$ cat config.mk
export PLATFORM = sky130hd
export DESIGN_NAME = spq_cell
export DESIGN_NICKNAME = d
export VERILOG_FILES = /design/src/rtl/core/spq_pkg.sv /design/src/rtl/core/spq_cell.sv
export SDC_FILE = /design/constraint.sdc
export NUM_CORES = 1
export LEC_CHECK = 0
export BUFFER_PORTS_ARGS = -buffer_cell sky130_fd_sc_hd__buf_2
export CORE_ASPECT_RATIO = 0.5
export CORE_MARGIN = 10
export CORE_UTILIZATION = 45
export DETAILED_ROUTE_END_ITERATION = 8
export GPL_TIMING_DRIVEN = 0
export HOLD_SLACK_MARGIN = 0.1
export PLACE_DENSITY = 0.83
export SYNTH_ARGS = -nofsm -noshare
export SYNTH_HDL_FRONTEND = slang
export SYNTH_SLANG_ARGS = --single-unit
$ cat constraint.sdc
create_clock -name clk -period 6 [get_ports clk]
set_input_delay 0.9 -clock clk [delete_from_list [all_inputs] [get_ports clk]]
set_output_delay 0.9 -clock clk [all_outputs]
set_load 0.01 [all_outputs]
$ cat src/rtl/core/spq_pkg.sv
// Shared types and constants for the sorted priority queue.
`default_nettype none

package spq_pkg;

  localparam int DEPTH = 64;
  localparam int KEY_W = 16;
  localparam int TAG_W = 16;
  localparam int IDX_W = $clog2(DEPTH);
  localparam int CNT_W = $clog2(DEPTH + 1);
  localparam int ADDR_W = 3;
  localparam int DATA_W = 32;

  localparam logic [2:0] FUNC_OFFER = 3'd0;
  localparam logic [2:0] FUNC_PEEK = 3'd1;
  localparam logic [2:0] FUNC_POLL = 3'd2;
  localparam logic [2:0] FUNC_READ = 3'd3;
  localparam logic [2:0] FUNC_RMTAG = 3'd4;
  localparam logic [2:0] FUNC_RMIDX = 3'd5;

  localparam logic REG_ORDER_MODE = 1'b0;

  typedef struct packed {
    logic [2:0]       func;
    logic [KEY_W-1:0] key;
    logic [TAG_W-1:0] tag;
    logic [IDX_W-1:0] index;
  } req_t;

  typedef struct packed {
    logic             found;
    logic [KEY_W-1:0] out_key;
    logic [TAG_W-1:0] out_tag;
    logic [IDX_W-1:0] position;
    logic [CNT_W-1:0] removed_count;
    logic [CNT_W-1:0] count;
  } rsp_t;

  typedef struct packed {
    logic [KEY_W-1:0] key;
    logic [TAG_W-1:0] tag;
  } entry_t;

  typedef enum logic [1:0] {
    HIT_RANK,
    HIT_INDEX,
    HIT_TAG
  } hit_mode_t;

  typedef enum logic [1:0] {
    ACT_HOLD,
    ACT_INSERT,
    ACT_DROP
  } act_t;

  typedef struct packed {
    hit_mode_t        hit_mode;
    act_t             act;
    logic             mode;
    logic [KEY_W-1:0] key;
    logic [TAG_W-1:0] tag;
    logic [IDX_W-1:0] index;
    logic [CNT_W-1:0] count;
  } cell_ctrl_t;

  typedef enum logic {
    ST_IDLE,
    ST_EXEC
  } state_t;

endpackage

`default_nettype wire

$ cat src/rtl/core/spq_cell.sv
// One queue slot: holds an entry, matches it and shifts with its neighbors.
`default_nettype none

module spq_cell (
  input  logic                            clk,
  input  spq_pkg::cell_ctrl_t             ctrl,
  input  logic [spq_pkg::IDX_W-1:0]       slot,
  input  spq_pkg::entry_t                 left,
  input  spq_pkg::entry_t                 right,
  input  logic                            seen_in,
  output logic                            seen_out,
  output spq_pkg::entry_t                 held,
  output spq_pkg::entry_t                 pick
);

  localparam int CW = spq_pkg::CNT_W;

  spq_pkg::entry_t  ent;
  spq_pkg::entry_t  ent_next;
  logic [CW-1:0]    slot_ext;
  logic             occupied;
  logic             outranks;
  logic             hit;
  logic             first;

  assign slot_ext = CW'(slot);
  assign occupied = slot_ext < ctrl.count;
  assign outranks = ctrl.mode ? (ctrl.key > ent.key) : (ctrl.key < ent.key);

  always_comb begin
    unique case (ctrl.hit_mode)
      spq_pkg::HIT_RANK:  hit = occupied ? outranks : (slot_ext == ctrl.count);
      spq_pkg::HIT_INDEX: hit = occupied && (slot == ctrl.index);
      spq_pkg::HIT_TAG:   hit = occupied && (ent.tag == ctrl.tag);
      default:            hit = 1'b0;
    endcase
  end

  assign first = hit && !seen_in;
  assign seen_out = seen_in || hit;
  assign pick = first ? ent : '0;
  assign held = ent;

  always_comb begin
    ent_next = ent;
    unique case (ctrl.act)
      spq_pkg::ACT_INSERT: begin
        if (first) begin
          ent_next.key = ctrl.key;
          ent_next.tag = ctrl.tag;
        end else if (seen_in) begin
          ent_next = left;
        end
      end
      spq_pkg::ACT_DROP: begin
        if (seen_out) begin
          ent_next = right;
        end
      end
      default: ent_next = ent;
    endcase
  end

  always_ff @(posedge clk) begin
    ent <= ent_next;
  end

endmodule

`default_nettype wire

==> metrics.txt, run 1 <==
max FFs per register 32; largest net degree at the start of global routing 21; reg-to-reg startpoint held[25]; initial antenna violation count 0; cts repair resizes 0; f_max 227 MHz; crit path from ctrl[4]; area of the die 10900 um^2; Worst path top cell family by delay compound AO/OA/AOI/OAI gates; Buf/Inv on CP 4; Final min period around 4.4 ns; Worst Path Required 5.10 ns; routability cong. 0.846; first-pass GRT wire length 17.2 mm; Final Max Slew Viols 0; setup TNS 0 ns; Wirelength per Cell 17.7 um; placed cell areas between 4000 and 5000 um^2; complex-gate fraction of the synthesized area 0.264; clk_skew 0.00480 ns; cells after synthesis roughly 350; drt first pass iters 5; layout cell share with drive strength beyond 1 0.424; critical path arrival 3.51 ns; crit path cell chain buf_2 > inv_1 > ha_1 > a211oi_1 > o21ai_0 > o21ai_0 > o21bai_2 > nand2_1 > nor2_2 > clkbuf_1 > and2_1 > buf_2; hold_sp right[16]; #FFs+latches synth 32; io pins 187; PwrDens 188 nW/um^2; vias post-DR 3345; Max Cap Violations 0; Avg Inst Size Synth ~8.9 um^2; Post-synth ARST share 0; post-synthesis mux area share 0; slew at the pin closest to its max-slew limit 0.722 ns; grt total ovfl 0; Hold Vio Cnt, Final 0; die width approximately 140 um; FILL cells 590; status finished, final reports clean; IO Port Bufs 186; register clock-pin slew on the reported worst setup and hold paths 0.06 ns; post-synthesis xor/xnor area fraction 0.0616; largest family of logic cells by synthesized area compound AO/OA/AOI/OAI gates; post-layout net count 693; Clock Latency Late Sink 0.28 ns; GRT Overall Usage 0.199; root buf cell clkbuf_16; Die Y-Extent roughly 80 um; Synth Warn # 0; EDFF count, synth 32; dpl hpwl 9.29 mm; HP Class primary input to flop; Crit Path Max Fanout 10; Distinct cells, synth 42; footprint of the multi-input gates 1960 um^2; clk sink count 32; setup bufs post-CTS 0; Num CTS Buffers 5; Critical-path top delay cell clkbuf_1; drt first-iter violations 160; Pleak 2.09 nW; final instance area 4360 um^2; area grow syn2layout 39.2%; CP max stage delay ~0.38 ns; synthesized area 3130 um^2; crit share post-route 0.734; Via density ~5.2; setup violators final 0; Longest Clk Path Bufs 2; vias in the first global route 3489; worst vdd ir roughly 110 uV; Primary FF master, synth edfxtp_1; max_slew headroom 0.519; Synth Net Count 499; CTS tree yes; post-layout util 0.648; Sequential Area 961 um^2; final wirelength 11.3 mm; Seq/Total Area, Yosys 0.307; unrepaired setup endpoints after global routing false; H-Tree Depth 2; Critical Path End Type primary output; kind of critical path primary input to primary output; startpoint types primary input; Rows 21; hold buffers post-CTS 0; core footprint ~6700 um^2; Post-Synth Simple-Gate Area 0.195; number of remaining DRC errors 0; DRT antenna net count 0; antenna diode instance count 0; Synth Area in Adders 0.0999; Initial Utilization 0.465
[kinds of logic after synthesis]
| family | Yosys count |
|---|---|
| and+or+nand+nor | 123 |
| AOI/OAI and AO/OA | 101 |
| buffers and inverters | 49 |
| DFF | 32 |
| adders and majority gates | 25 |
| xor gates and xnor gates | 22 |
[final timing paths]
| kind | end | slack [ns] | depth (start not counted) |
|---|---|---|---|
| worst max-delay path | pick[16] | 1.59 | 12 |
| worst min-delay path | held[16] | 0.91 | 3 |
| worst max register to register | held[8] | 2.77 | 10 |
| worst min register to register | held[17] | 1.35 | 6 |
[cells in the mapped netlist, types with 2 or more instances]
cell / instances / area share
and2_1: 17 / 0.034
a21oi_1: 24 / 0.038
edfxtp_1: 32 / 0.31
ha_1: 25 / 0.10
a41oi_2: 10 / 0.052
clkbuf_1: 17 / 0.020
nor4_1: 3 / 0.0060
a21o_1: 2 / 0.0048
nor3b_1: 2 / 0.0048
xnor2_1: 6 / 0.017
o211ai_2: 15 / 0.060
nor2_1: 36 / 0.043
nand2b_1: 4 / 0.0080
buf_1: 2 / 0.0024
buf_6: 3 / 0.011
nand2_1: 44 / 0.053
nand4_1: 4 / 0.0080
a41oi_1: 5 / 0.014
o21ai_0: 20 / 0.032
inv_1: 25 / 0.030
nor2b_1: 2 / 0.0040
xor2_1: 16 / 0.045
o211ai_1: 19 / 0.046
[per-layer routing]
metal,vias to the layer above,GRT usage,share of wire
li1,1659,-,-
met1,1561,0.224,0.38
met2,111,0.350,0.51
met3,14,0.0546,0.089
met4,0,0.0776,0.020
met5,-,0,0
[power by group]
part	internal, mW	leakage, nW	switching [mW]
registers	0.273	0.301	0.0106
clock network	0.153	0.0655	0.0971
logic	0.123	1.72	0.163
total	0.548	2.09	0.271
[per-stage QoR]
stage               power, mW  hold WS, ns  setup WS [ns]  std cells
floorplan               0.453         1.11           1.52        352
global placement        0.562         1.19          0.280        630
detailed placement      0.572         1.20           1.65        631
CTS                     0.821        0.906           1.63        639
global route            0.868        0.911           1.32        639
finish                  0.818        0.909           1.59        639
[cell type report]
cell class,instances,area share
tap,92,0.0264
buffer,24,0.0304
sequential,32,0.220
multi-input combinational,271,0.450
inverter,25,0.0215
clock inverter,1,0.000861
clock buffer,7,0.0304
timing repair buffer,187,0.220
[worst min-delay path: stages]
cell and delay (ns):
buf_2 0.07, nand2_1 0.05, o211ai_2 0.06
[layout by cell type (no fill, tap or decap), types with 5 or more instances in the layout]
cell         n
o211ai_2    15
xnor2_1      6
xor2_1      16
o211ai_1    19
clkbuf_16    5
a21oi_1     24
ha_1        25
inv_1       25
buf_2      186
o21ai_0     20
clkbuf_1    19
edfxtp_1    32
and2_1      17
nor2_1      36
a41oi_1      5
nand2_1     44
a41oi_2     10
Power figures use the tool's default switching activity.
==> run 2: changes to the inputs <==
--- a/config.mk
+++ b/config.mk
@@ -5,6 +5,7 @@
 export SDC_FILE = /design/constraint.sdc
 export NUM_CORES = 1
 export LEC_CHECK = 0
+export ABC_AREA = 1
 export BUFFER_PORTS_ARGS = -buffer_cell sky130_fd_sc_hd__buf_2
 export CORE_ASPECT_RATIO = 0.5
 export CORE_MARGIN = 10
@@ -12,7 +13,7 @@
 export DETAILED_ROUTE_END_ITERATION = 8
 export GPL_TIMING_DRIVEN = 0
 export HOLD_SLACK_MARGIN = 0.1
-export PLACE_DENSITY = 0.83
+export PLACE_DENSITY = 0.82
 export SYNTH_ARGS = -nofsm -noshare
 export SYNTH_HDL_FRONTEND = slang
 export SYNTH_SLANG_ARGS = --single-unit
==> constraint.sdc (replaced) <==
create_clock -name clk -period 4.3 [get_ports clk]
set_input_delay 0.645 -clock clk [delete_from_list [all_inputs] [get_ports clk]]
set_output_delay 0.645 -clock clk [all_outputs]
set_load 0.01 [all_outputs]
==> run 2 against run 1 <==
Against the previous run:
- power rose by 39%
- utilization rose by 0.68 points
- critical path depth rose by 3
- die area rose by 2.0%
- register-to-register slack got worse by 1.3 ns
- global-route usage fell by 0.89 points
- synthesized cell count rose by 40%
- hold slack got worse by 0.27 ns
- critical path type unchanged
- highest routed layer unchanged
==> metrics.txt, run 2 <==
status finished, final reports clean; routability cong. 0.879; EDFF count, synth 32; Primary FF master, synth edfxtp_1; clock share of power 0.357; setup TNS 0 ns; Longest Clk Path Bufs 2; Post-synth ARST share 0; leading cell types by count after synthesis nand2_1, inv_1, nor2_1; count leader, synth nand2_1; most common cell after layout, fill and taps aside buf_2; Distinct cells, synth 22; Synth top area share 0.300; Final min period 3.39 ns; Min Hold Slack approximately 0.64 ns; most frequent cells in the layout buf_2, nand2_1, inv_1; dpl hpwl 9.33 mm; drt first pass iters 7; final wirelength 11.5 mm; switching power roughly 0.35 mW; internal power roughly 0.79 mW; Num CTS Buffers 5; root buf cell clkbuf_16; layout cell share with drive strength beyond 1 0.299; area grow syn2layout 38.9%; GRT Overall Usage 0.190; Clock Latency Late Sink about 0.28 ns; Critical Path End Type primary output; Synth Net Count approximately 640; area leader, netlist edfxtp_1; Gate power share 0.298; Crit Path Max Fanout 10; critical path arrival 2.75 ns; Critical-path top delay cell ha_1; Max Cap Violations 0; die width roughly 140 um; internal reg-to-reg setup slack roughly 1.5 ns; CTS tree yes; Rows 21; crit path cell chain buf_2 > ha_1 > nand2_1 > nor2_1 > nand4_1 > nor2_1 > nor2_1 > nand2_1 > nand3_1 > nand2_1 > nand2_2 > nand3_4 > buf_2 > nor2_1 > buf_2; synthesized area 3210 um^2; register clock-pin slew on the reported worst setup and hold paths 0.06 ns; H-Tree Depth 2; max FFs per register 32; #FFs+latches synth 32; area of the die 11100 um^2; Worst Path Required 3.65 ns; max_slew headroom 0.595; drt first-iter violations 235; kind of critical path primary input to primary output; Die Y-Extent 79.7 um; vias in the first global route 3696; largest cells by area after synthesis edfxtp_1, nand2_1, inv_1, ha_1, nand4_1; slew at the pin closest to its max-slew limit 0.607 ns; dpl ws 0.960 ns; cells after synthesis 494; setup bufs post-CTS 0; Final Max Slew Viols 0; cts repair resizes 0; setup violators final 0; vias post-DR roughly 3800; grt total ovfl 0; most frequent CP cell nor2_1; number of remaining DRC errors 0; unrepaired setup endpoints after global routing false; post-layout net count ~840; Power, Total 1.14 mW; initial antenna violation count 0; PnR worst setup slack around 0.9 ns; IO Port Bufs 186; clk_skew 0.00454 ns; hold buffers post-CTS 0; core footprint approximately 7000 um^2; startpoint types primary input; largest net degree at the start of global routing 23; worst vdd ir 156 uV; HP Class primary input to flop; crit share post-route 0.789; Wirelength per Cell 14.8 um; f_max 295 MHz; clk sink count 32; switching part of the total 0.306; first-pass GRT wire length roughly 18 mm; Via density 4.85; antenna diode instance count 0; PwrDens 255 nW/um^2; DRT antenna net count 0; CP max stage delay 0.29 ns; Seq/Total Area, Yosys 0.300; Avg Inst Size Synth 6.49 um^2; post-layout util 0.655; Hold Vio Cnt, Final 0; Synth Warn # 0; share of total power in sequential cells 0.345; Pleak 2.76 nW; io pins 187; Initial Utilization 0.471
==> run 2: cell types whose count changed in the layout (fill, tap and decap cells not counted), sizes merged, moves of 5 or more <==
| cell | change |
|---|---|
| o211ai | -34 |
| inv | +93 |
| nand4 | +29 |
| nand3 | +35 |
| and2 | -17 |
| a41oi | -15 |
| nand2 | +86 |
| o21ai | -19 |
| buf | +5 |
| clkbuf | -9 |
| nor2 | +18 |
| xnor2 | -6 |
| a21oi | -12 |
==> run 2: logic make-up (layout without fill, tap and decap cells) <==
family | Yosys count | count (layout) | synth area share
compound gates | 17 | 17 | 0.0293
xor+xnor | 19 | 19 | 0.0519
fa+ha+maj | 25 | 25 | 0.0975
buf+inv | 141 | 336 | 0.169
flops | 32 | 32 | 0.300
simple gates | 260 | 260 | 0.353
==> run 2: path summary, 6_finish.rpt <==
| check | startpoint | to | cells after the start |
|---|---|---|---|
| setup reg to reg | held[31] | held[30] | 12 |
| hold / removal | right[15] | held[15] | 3 |
| setup / recovery | ctrl[36] | pick[29] | 15 |
| hold reg to reg | held[7] | held[0] | 11 |
==> run 2: stage by stage <==
stage / instances / cell area (um^2)
3_3_place_gp: 772 / 4250
2_1_floorplan: 494 / 3210
4_1_cts: 781 / 4460
3_5_place_dp: 773 / 4290
6_report: 781 / 4460
5_1_grt: 781 / 4460
==> run 2: final cells by class <==
cell class	instances	area [um^2]
Timing Repair Buffer	187	958
Sequential cell	32	961
Multi-Input combinational cell	321	1720
Buffer	21	90.1
Clock buffer	6	129
Inverter	120	450
Tap cell	92	115
Clock inverter	2	35.0
Fill cell	625	2350
==> run 2: power by group through the flow <==
stage                     logic (mW)  registers, mW  clock network (mW)
after floorplan                0.177          0.409                   0
after global placement         0.320          0.400                   0
after detailed placement       0.337          0.399                   0
after CTS                      0.340          0.392               0.410
after global routing           0.380          0.395               0.423
final                          0.339          0.392               0.406
==> run 2: metal layers <==
metal  GRT usage  part of all wire
met1       0.212              0.38
met2       0.356              0.50
met3      0.0410             0.088
met4      0.0621             0.025
met5           0                 0
==> run 2: worst max-delay path, delay by kind of cell <==
| family | cells | cell delay (ns) |
|---|---|---|
| simple gates | 11 | 1.29 |
| fa+ha+maj | 1 | 0.29 |
| buf+inv | 3 | 0.53 |
==> run 3: changes to the inputs <==
--- a/config.mk
+++ b/config.mk
@@ -5,15 +5,15 @@
 export SDC_FILE = /design/constraint.sdc
 export NUM_CORES = 1
 export LEC_CHECK = 0
-export ABC_AREA = 1
+export ABC_AREA = 0
 export BUFFER_PORTS_ARGS = -buffer_cell sky130_fd_sc_hd__buf_2
 export CORE_ASPECT_RATIO = 0.5
 export CORE_MARGIN = 10
-export CORE_UTILIZATION = 45
+export CORE_UTILIZATION = 40
 export DETAILED_ROUTE_END_ITERATION = 8
 export GPL_TIMING_DRIVEN = 0
 export HOLD_SLACK_MARGIN = 0.1
-export PLACE_DENSITY = 0.82
+export PLACE_DENSITY = 0.78
 export SYNTH_ARGS = -nofsm -noshare
 export SYNTH_HDL_FRONTEND = slang
 export SYNTH_SLANG_ARGS = --single-unit
==> constraint.sdc (replaced) <==
create_clock -name clk -period 2.8 [get_ports clk]
set_input_delay 0.42 -clock clk [delete_from_list [all_inputs] [get_ports clk]]
set_output_delay 0.42 -clock clk [all_outputs]
set_load 0.01 [all_outputs]
==> run 3 against run 2 <==
Against the previous run:
- the flow now finishes with violations (setup timing)
- critical path depth is 3 lower
- hold slack worse by 0.22 ns
- count of clock-buffer cells in the layout is 1 lower
- sequential power is 56% higher
- combinational power is 140% higher
- sequential share of layout area is 3.0 points lower
- wire length is 18% higher
- clock skew is 0.0018 ns lower
- clock power is 60% higher
- non-clock buffer count is 31 higher
- worst setup slack worse by 1.3 ns
- power is 83% higher
==> metrics.txt, run 3 (synthesized netlist as in run 1, its figures left out) <==
H-Tree Depth 2; kind of critical path flop to primary output; CP max stage delay 0.42 ns; hold_sp right[4]; Hold EP held[4]; FF-to-FF End held[22]; clk_skew 0.00279 ns; violated checks setup timing; Crit Path Max Fanout 6; setup violators final 95; root buf cell clkbuf_16; first-pass GRT wire length 19.2 mm; Critical-path top delay cell nor4_4; Hold Vio Cnt, Final 0; PwrDens between 400 and 500 nW/um^2; reg-to-reg startpoint held[26]; crit path cell chain inv_2 > ha_4 > nand4_1 > nor4_4 > o21ai_2 > and4_4 > or3_4 > nand3_4 > buf_6 > buf_8 > nor2_1 > buf_2; Worst Path Required between 2 and 2.5 ns; Via density 5.35; Initial Utilization 0.420; Longest Clk Path Bufs 2; IO Port Bufs approximately 190; HP Class primary input to flop; Wirelength per Cell 20.0 um; Pleak around 2.4 nW; routability cong. 0.829; slew at the pin closest to its max-slew limit 0.773 ns; CTS tree yes; setup TNS -20.28 ns; GRT Overall Usage 0.201; unrepaired setup endpoints after global routing true; FILL cells 578; initial antenna violation count 0; register clock-pin slew on the reported worst setup and hold paths 0.06 ns; Clock Latency Late Sink 0.29 ns; Final Max Slew Viols 0; io pins about 190; most common cell after layout, fill and taps aside buf_2; core footprint around 7500 um^2; placed cell areas 4250 um^2; startpoint types flop; Die Y-Extent 82.6 um; Num CTS Buffers 5; clk sink count 32; most frequent cells in the layout buf_2, nand2_1, edfxtp_1; Rows 22; hold depth 3; final wirelength around 14 mm; largest net degree at the start of global routing 13; DRT antenna net count 0; critical path arrival 2.81 ns; drt first-iter violations 221; vias in the first global route 3794; Critical Path End Type primary output; crit share post-route 1.15; worst vdd ir 199 uV; placed cell count 646; post-layout util 0.693; f_max around 310 MHz; internal reg-to-reg setup slack -0.27 ns; drt first pass iters 5; number of remaining DRC errors 0; PnR worst setup slack -0.428 ns; Worst Reg-to-Reg Cells 13; grt total ovfl 0; dpl hpwl 9.72 mm; vias post-DR 3657; max_slew headroom 0.485; final instance area 5170 um^2; status finished, violations left; die width roughly 150 um; antenna diode instance count 0; Final min period 3.23 ns; max FFs per register 32; Max Cap Violations 0; area of the die roughly 12000 um^2; post-layout net count 722; area grow syn2layout 65.1%; layout cell share with drive strength beyond 1 0.545; Non-Filler Instances 684
==> run 3: worst max-delay path, delay by kind of cell, from the launching register on <==
family | cells | cell delay, ns
AO/OA/AOI/OAI | 1 | 0.14
adder cells (fa/ha/maj) | 1 | 0.26
AND/OR/NAND/NOR | 6 | 1.34
flip-flops | 1 | 0.36
buffers and inverters | 4 | 0.42
==> run 3: per-stage QoR <==
step / worst slack [ns] / hold WS [ns] / power [mW]
floorplan: 0.00290 / 0.626 / 0.980
global placement: -0.587 / 0.712 / 1.22
detailed placement: -0.611 / 0.717 / 1.23
CTS: -0.333 / 0.420 / 1.98
global route: -0.535 / 0.426 / 2.18
finish: -0.428 / 0.417 / 2.08
==> run 3: what timing repair did <==
item,4_1_cts,5_1_grt
setup endpoints to repair,66,96
gates cloned,3,2
gates resized for setup,42,65
pin swaps,17,29
buffers inserted,19,12
hold buffers,0,0
==> run 3: report_power, final <==
| group | switching (mW) | internal (mW) |
|---|---|---|
| Sequential | 0.0278 | 0.584 |
| Combinational | 0.431 | 0.390 |
| Clock | 0.232 | 0.418 |
==> run 3: how the worst max path moves through the flow <==
stage / endpoint / depth (start not counted) / from
floorplan: held[0] / 9 / held[31]
global placement: held[28] / 9 / ctrl[40]
detailed placement: held[29] / 9 / ctrl[40]
CTS: pick[31] / 13 / held[28]
global route: pick[20] / 12 / held[26]
finish: pick[19] / 12 / held[26]
==> run 3: cell type report <==
class / instances / area, um^2 / share of cell area
clock buffer: 5 / 125 / 0.0242
sequential: 32 / 961 / 0.186
timing repair buffer: 218 / 1410 / 0.273
buffer: 21 / 139 / 0.0269
multi-input combinational: 272 / 2260 / 0.438
inverter: 25 / 93.8 / 0.0182
clock inverter: 3 / 42.5 / 0.00823
tap: 108 / 135 / 0.0261
==> run 3: routing by layer <==
layer / part of all wire / vias to the layer above / global-route usage / wire, um
met4: 0.032 / 0 / 0.0832 / 436
met1: 0.38 / 1732 / 0.221 / 5190
met3: 0.077 / 34 / 0.0548 / 1060
met5: 0 / - / 0 / 0
met2: 0.51 / 168 / 0.373 / 6970
li1: - / 1723 / - / -
